[config.mk]
export PLATFORM = sky130hd
export DESIGN_NAME = asaf_exec
export DESIGN_NICKNAME = d
export VERILOG_FILES = /design/src/rtl/asaf_pkg.sv /design/src/rtl/asaf_exec.sv
export SDC_FILE = /design/constraint.sdc
export NUM_CORES = 1
export LEC_CHECK = 0
export BUFFER_PORTS_ARGS = -buffer_cell sky130_fd_sc_hd__buf_2
export CAP_MARGIN = 10
export CORE_AREA = 2 2 216 324
export DETAILED_ROUTE_END_ITERATION = 16
export DIE_AREA = 0 0 218 326
export PLACE_DENSITY_LB_ADDON = 0.25
export SYNTH_ARGS = -nofsm -noshare
export SYNTH_HDL_FRONTEND = slang
export SYNTH_SLANG_ARGS = --single-unit
[constraint.sdc]
create_clock -name vclk -period 7.9
set_input_delay 1.185 -clock vclk [all_inputs]
set_output_delay 1.185 -clock vclk [all_outputs]
set_load 0.05 [all_outputs]
[src/rtl/asaf_pkg.sv]
// shared types and constants for the add/sub alu with flags
// no dependencies

package asaf_pkg;

    localparam int XLEN    = 64;
    localparam int HALF    = XLEN / 2;
    localparam int NUM_GPR = 31;
    localparam int REG_W   = 5;
    localparam int SHAMT_W = 6;

    localparam logic [REG_W-1:0] REG_ZR = REG_W'(NUM_GPR);

    localparam logic [XLEN-1:0] LOW_MASK = {{HALF{1'b0}}, {HALF{1'b1}}};

    localparam logic [1:0] SHIFT_LSL = 2'd0;
    localparam logic [1:0] SHIFT_LSR = 2'd1;
    localparam logic [1:0] SHIFT_ASR = 2'd2;

    typedef enum logic [2:0] {
        CMD_ADD_IMM,
        CMD_ADD_REG,
        CMD_SUB_IMM,
        CMD_SUB_REG,
        CMD_ADC,
        CMD_SBC,
        CMD_LOAD,
        CMD_READ
    } cmd_t;

    typedef struct packed {
        logic n;
        logic z;
        logic c;
        logic v;
    } nzcv_t;

    typedef struct packed {
        logic             en;
        logic [REG_W-1:0] addr;
        logic [XLEN-1:0]  data;
    } gpr_wr_t;

    typedef struct packed {
        logic            en;
        logic [XLEN-1:0] data;
    } sp_wr_t;

    typedef struct packed {
        cmd_t               command;
        logic [REG_W-1:0]   dest_reg;
        logic [REG_W-1:0]   src1_reg;
        logic [REG_W-1:0]   src2_reg;
        logic [XLEN-1:0]    immediate;
        logic [1:0]         shift_kind;
        logic [SHAMT_W-1:0] shift_amount;
        logic               update_flags;
        logic               wide_mode;
    } item_t;

endpackage

[src/rtl/asaf_exec.sv]
// operand selection, shifter, 64-bit adder and nzcv generation
// depends on asaf_pkg

module asaf_exec (
    input  asaf_pkg::item_t                 item,
    input  logic [asaf_pkg::XLEN-1:0]       rn_gpr,
    input  logic [asaf_pkg::XLEN-1:0]       rm_gpr,
    input  logic [asaf_pkg::XLEN-1:0]       sp,
    input  asaf_pkg::nzcv_t                 flags_in,
    output logic [asaf_pkg::XLEN-1:0]       result,
    output asaf_pkg::nzcv_t                 flags_out,
    output asaf_pkg::gpr_wr_t               gpr_wr,
    output asaf_pkg::sp_wr_t                sp_wr
);
    import asaf_pkg::*;

    logic [XLEN-1:0]        mask;
    logic [XLEN-1:0]        rn_sp;
    logic [XLEN-1:0]        sh_src;
    logic signed [XLEN-1:0] asr_src;
    logic [SHAMT_W-1:0]     amt;
    logic [XLEN-1:0]        sh_raw;
    logic [XLEN-1:0]        shifted;
    logic [XLEN-1:0]        a_raw;
    logic [XLEN-1:0]        b_raw;
    logic [XLEN-1:0]        a_op;
    logic [XLEN-1:0]        b_op;
    logic [XLEN-1:0]        b_inv;
    logic [XLEN:0]          sum;
    logic [XLEN-1:0]        sum_r;
    logic [XLEN-1:0]        v_bits;
    logic                   is_sub;
    logic                   is_arith;
    logic                   with_carry;
    logic                   carry_in;
    nzcv_t                  new_flags;

    always_comb
    begin
        mask  = item.wide_mode ? '1 : LOW_MASK;
        rn_sp = (item.src1_reg == REG_ZR) ? sp : rn_gpr;

        // second register operand shifter
        sh_src  = rm_gpr & mask;
        amt     = item.wide_mode ? item.shift_amount
                                 : {1'b0, item.shift_amount[SHAMT_W-2:0]};
        asr_src = item.wide_mode ? sh_src : {{HALF{sh_src[HALF-1]}}, sh_src[HALF-1:0]};
        case (item.shift_kind)
            SHIFT_LSL: sh_raw = sh_src << amt;
            SHIFT_LSR: sh_raw = sh_src >> amt;
            SHIFT_ASR: sh_raw = asr_src >>> amt;
            default:   sh_raw = sh_src;
        endcase
        shifted = sh_raw & mask;

        unique case (item.command) inside
            CMD_ADD_REG, CMD_SUB_REG:
            begin
                a_raw = rn_sp;
                b_raw = shifted;
            end
            CMD_ADC, CMD_SBC:
            begin
                a_raw = rn_gpr;
                b_raw = rm_gpr;
            end
            default:
            begin
                a_raw = rn_sp;
                b_raw = item.immediate;
            end
        endcase

        is_sub     = (item.command == CMD_SUB_IMM) || (item.command == CMD_SUB_REG)
                     || (item.command == CMD_SBC);
        with_carry = (item.command == CMD_ADC) || (item.command == CMD_SBC);
        is_arith   = (item.command != CMD_LOAD) && (item.command != CMD_READ);
        carry_in   = with_carry ? flags_in.c : is_sub;

        a_op  = a_raw & mask;
        b_op  = b_raw & mask;
        b_inv = is_sub ? (~b_op & mask) : b_op;

        sum    = {1'b0, a_op} + {1'b0, b_inv} + {{XLEN{1'b0}}, carry_in};
        sum_r  = sum[XLEN-1:0] & mask;
        v_bits = ~(a_op ^ b_inv) & (a_op ^ sum_r);

        new_flags.n = item.wide_mode ? sum_r[XLEN-1] : sum_r[HALF-1];
        new_flags.z = (sum_r == '0);
        new_flags.c = item.wide_mode ? sum[XLEN] : sum[HALF];
        new_flags.v = item.wide_mode ? v_bits[XLEN-1] : v_bits[HALF-1];

        unique case (item.command)
            CMD_LOAD: result = item.immediate & mask;
            CMD_READ: result = a_op;
            default:  result = sum_r;
        endcase

        flags_out = (is_arith && item.update_flags) ? new_flags : flags_in;

        gpr_wr.en   = (item.command != CMD_READ) && (item.dest_reg != REG_ZR);
        gpr_wr.addr = item.dest_reg;
        gpr_wr.data = result;

        // register 31 as destination: sp for plain add/sub with sp source, and for load
        sp_wr.en   = (item.dest_reg == REG_ZR)
                     && ((item.command == CMD_LOAD)
                         || (!with_carry && is_arith && (item.src1_reg == REG_ZR)));
        sp_wr.data = result;
    end

endmodule

==> results.md <==
Status:
- The flow ran to the end, but the final reports show violations.
- The final reports fail on negative setup slack.

Min path:
- In this run the most critical hold path is launched from item[88].
- Counting instances, the worst hold path has a depth of 2.
- The worst hold endpoint is gpr_wr[68].
- The worst hold path class is in2out.

Synthesis:
- Of all cell types, the one taking the most synthesized area is sky130_fd_sc_hd__mux4_2.
- The count of different cell masters after synthesis is 100.
- Sorting the synthesized cells by area gives the leading types as sky130_fd_sc_hd__mux4_2, sky130_fd_sc_hd__mux2i_1, sky130_fd_sc_hd__nor2_1.
- The top-area cell type share of the netlist area is 0.1129.
- The synthesis warning total is 0.
- The post-synthesis sequential area ratio is 0.
- Synthesis produced 2,837 cells.
- When the netlist entered floorplanning its net count stood at 3,191.
- The average instance in the mapped netlist occupies 6.682 um2.
- Summing every instance area after synthesis gives 0.01896 mm2.

STA:
- Static timing analysis puts the maximum clock frequency at 0.1120 GHz.
- The final count of hold timing violations was 0.
- In the final timing run, aggregate negative setup slack is -30,700 ps.
- The final clock period utilization by the worst path is 1.130.
- The relative slew slack is 0.2510.
- The worst-margin pin slew is 1109 ps.
- The final max-slew violation count is 0.
- Setup repair after global routing could not meet its margin everywhere.
- The smallest clock period supported by the final layout is computed as 8928 ps.
- Setup violations remaining at the end of the flow were counted as 103.
- Setup slack on the critical path of the routed design comes to -1028 ps.

GRT:
- Entering global routing, the biggest net connects 73 pins.
- For this run, the total global-route usage over all layers was measured as 0.3832.
- The overall overflow remaining after global route is 0.
- The number of antenna violations at the first check in global routing is 8.
- The global-route wire length before repair is 198,900 um.
- The number of global-route vias before repair is 28,748.

Placed design:
- Detailed placement finished with a half-perimeter wire length of 119,100 um.
- Timing analysis after detailed placement gives a worst setup slack of -1492 ps.
- The number of port buffers is 486.
- The cell area reported after detailed placement is 0.02932 mm2.
- Counting tap cells, the placed design contains a total of 4,937 instances.
- At the end of routability-driven placement, the weighted congestion stood at 1.124.

Die:
- The die width is 218 um.
- Pin placement for this block handled 491 I/O pins.
- The area enclosed by the die boundary is 0.07107 mm2.
- The starting utilization of the core area is 0.2767.
- The core area is 0.06851 mm2.
- The vertical die dimension is 326 um.
- The floorplan row count is 118.

Job:
- The count of max-cap constraint violations is 0.

Routing:
- In the final routed layout, each cell accounts on average for 28.43 um.
- The first routing iteration left 2,614 violations.
- The total length of routed wires is 142,100 um.
- In this run the remaining antenna-violating nets after routing total 0.
- The routed via count is 28,947.
- The first-pass iteration count of the detailed router is 6.
- Dividing the detail-routed via count by the number of cells gives 5.793.
- In the routed design, unresolved DRC markers number 0.

Final layout:
- The signed area change from the synthesized netlist to the final layout is 69.10%.
- The layout cell share with drive strength beyond 1 is 0.5249.
- In the finished layout, the clock tree contains a buffer count of 0.
- The final design utilization is 0.4679.
- There are 0 flip-flops and latches.
- After the flow finishes, the layout carries non-filler instances totaling 4,997.
- Registers take 0 um2.
- For this run, the post-layout net count is 4,450.
- The cell area after layout is 0.03206 mm2.

Worst setup path:
- The cell with the largest stage delay on the worst path is sky130_fd_sc_hd__mux4_2.
- The required time at the endpoint of the critical path is 6710 ps.
- The critical path startpoint category is a primary input.
- STA puts the critical path data arrival time at 7740 ps.
- STA classifies the critical path endpoint as a primary output.
- The worst-path maximum fanout is 6.
- The critical path is of the in2out type.
- The most numerous cell type found on the critical path is sky130_fd_sc_hd__buf_4.
- The highest cell delay on the worst timing path is 510 ps.

Power and ir drop:
- For this design the static power due to leakage is 15.14 nW.
- For this design the ratio of total power to cell area is 144.1 mW/mm2.
- The maximum VDD drop is 403.9 uV.

Clock network:
- The count of hold-fix buffers inserted at cts is 0.
## worst max-delay path by stage
stage,startpoint,endpoint,slack (ps),cells past startpoint
after floorplan,item[2],flags_out[2],-110,30
after global placement,item[2],flags_out[2],-1470,30
after detailed placement,item[2],flags_out[2],-1490,30
after CTS,item[2],flags_out[2],-910,34
after global routing,item[2],flags_out[2],-1200,33
final,item[2],flags_out[2],-1030,29
## synthesized netlist by cell type, drive strengths merged, types with 20 or more instances
master  number
o21ai      247
a21o        37
mux2i      159
a211oi      42
and3        20
nand2      315
o211ai      47
xor2        32
mux2        71
clkbuf     174
a32o        26
nor2       381
ha          64
mux4        95
a221oi      43
xnor2       65
nand4       26
buf        214
a21oi      249
a31oi       43
inv         32
nand3       62
nor3        49
o21a        23
or2         20
## repair_timing
action	in CTS	in global routing
pin swaps	98	53
resized for setup	336	216
gates cloned	4	0
setup buffers	37	20
endpoints found under the setup margin	148	148
## metrics by stage
stage	hold WS [ps]	total power, mW
after CTS	2673	4.418
after global placement	2672	4.172
after floorplan	2537	2.464
after detailed placement	2673	4.154
after global routing	2680	4.794
final	2672	4.620
## area by class of cell
cell class         count  area, um2
multi-input cells   2416      18520
repair buffers      1645      12280
fillers             7198      36450
inverters             33      125.1
diodes                 3      7.507
well taps            900       1126
## logic make-up (layout without fill, tap and decap cells)
group | after synthesis | in the layout | share of synthesized area
other cells | 0 | 3 | 0
simple gates | 969 | 969 | 0.2242
buf+inv | 421 | 1678 | 0.1156
xor+xnor | 97 | 97 | 0.04482
fa+ha+maj | 66 | 66 | 0.04435
compound gates | 959 | 959 | 0.3321
mux | 325 | 325 | 0.2390
## placed cells by master (no fill, tap or decap), types with 51 or more instances in the layout
cell type | Yosys | final
sky130_fd_sc_hd__buf_4 | 139 | 1150
sky130_fd_sc_hd__buf_2 | 36 | 384
sky130_fd_sc_hd__nor2_1 | 380 | 350
sky130_fd_sc_hd__nand2_1 | 315 | 300
sky130_fd_sc_hd__o21ai_0 | 233 | 192
sky130_fd_sc_hd__a21oi_1 | 245 | 182
sky130_fd_sc_hd__mux2i_1 | 159 | 142
sky130_fd_sc_hd__mux4_2 | 95 | 95
sky130_fd_sc_hd__mux2_2 | 71 | 69
sky130_fd_sc_hd__nand3_1 | 62 | 60
sky130_fd_sc_hd__a21oi_2 | 3 | 56
sky130_fd_sc_hd__ha_1 | 64 | 55
sky130_fd_sc_hd__xnor2_1 | 65 | 52
sky130_fd_sc_hd__buf_6 | 3 | 51
## power by group
| part | switching [mW] | internal [mW] |
|---|---|---|
| registers | 0 | 0 |
| logic | 2.81 | 1.81 |
| clock network | 0 | 0.0000000339 |
## metal layers
metal,share of wire,GRT usage,up-vias
met4,0.10,0.3141,6
met5,0.00027,0,-
met3,0.064,0.05285,474
li1,-,-,13034
met2,0.47,0.6394,1486
met1,0.36,0.4319,13947
## critical path: cells and delay by family
family	cells	cell delay, ps
muxes	1	510
adders and majority gates	1	350
buffers and inverters	5	890
xor gates and xnor gates	1	90
AOI/OAI and AO/OA	12	2770
and+or+nand+nor	9	1920
No activity file was read; power rests on OpenSTA's default activity.
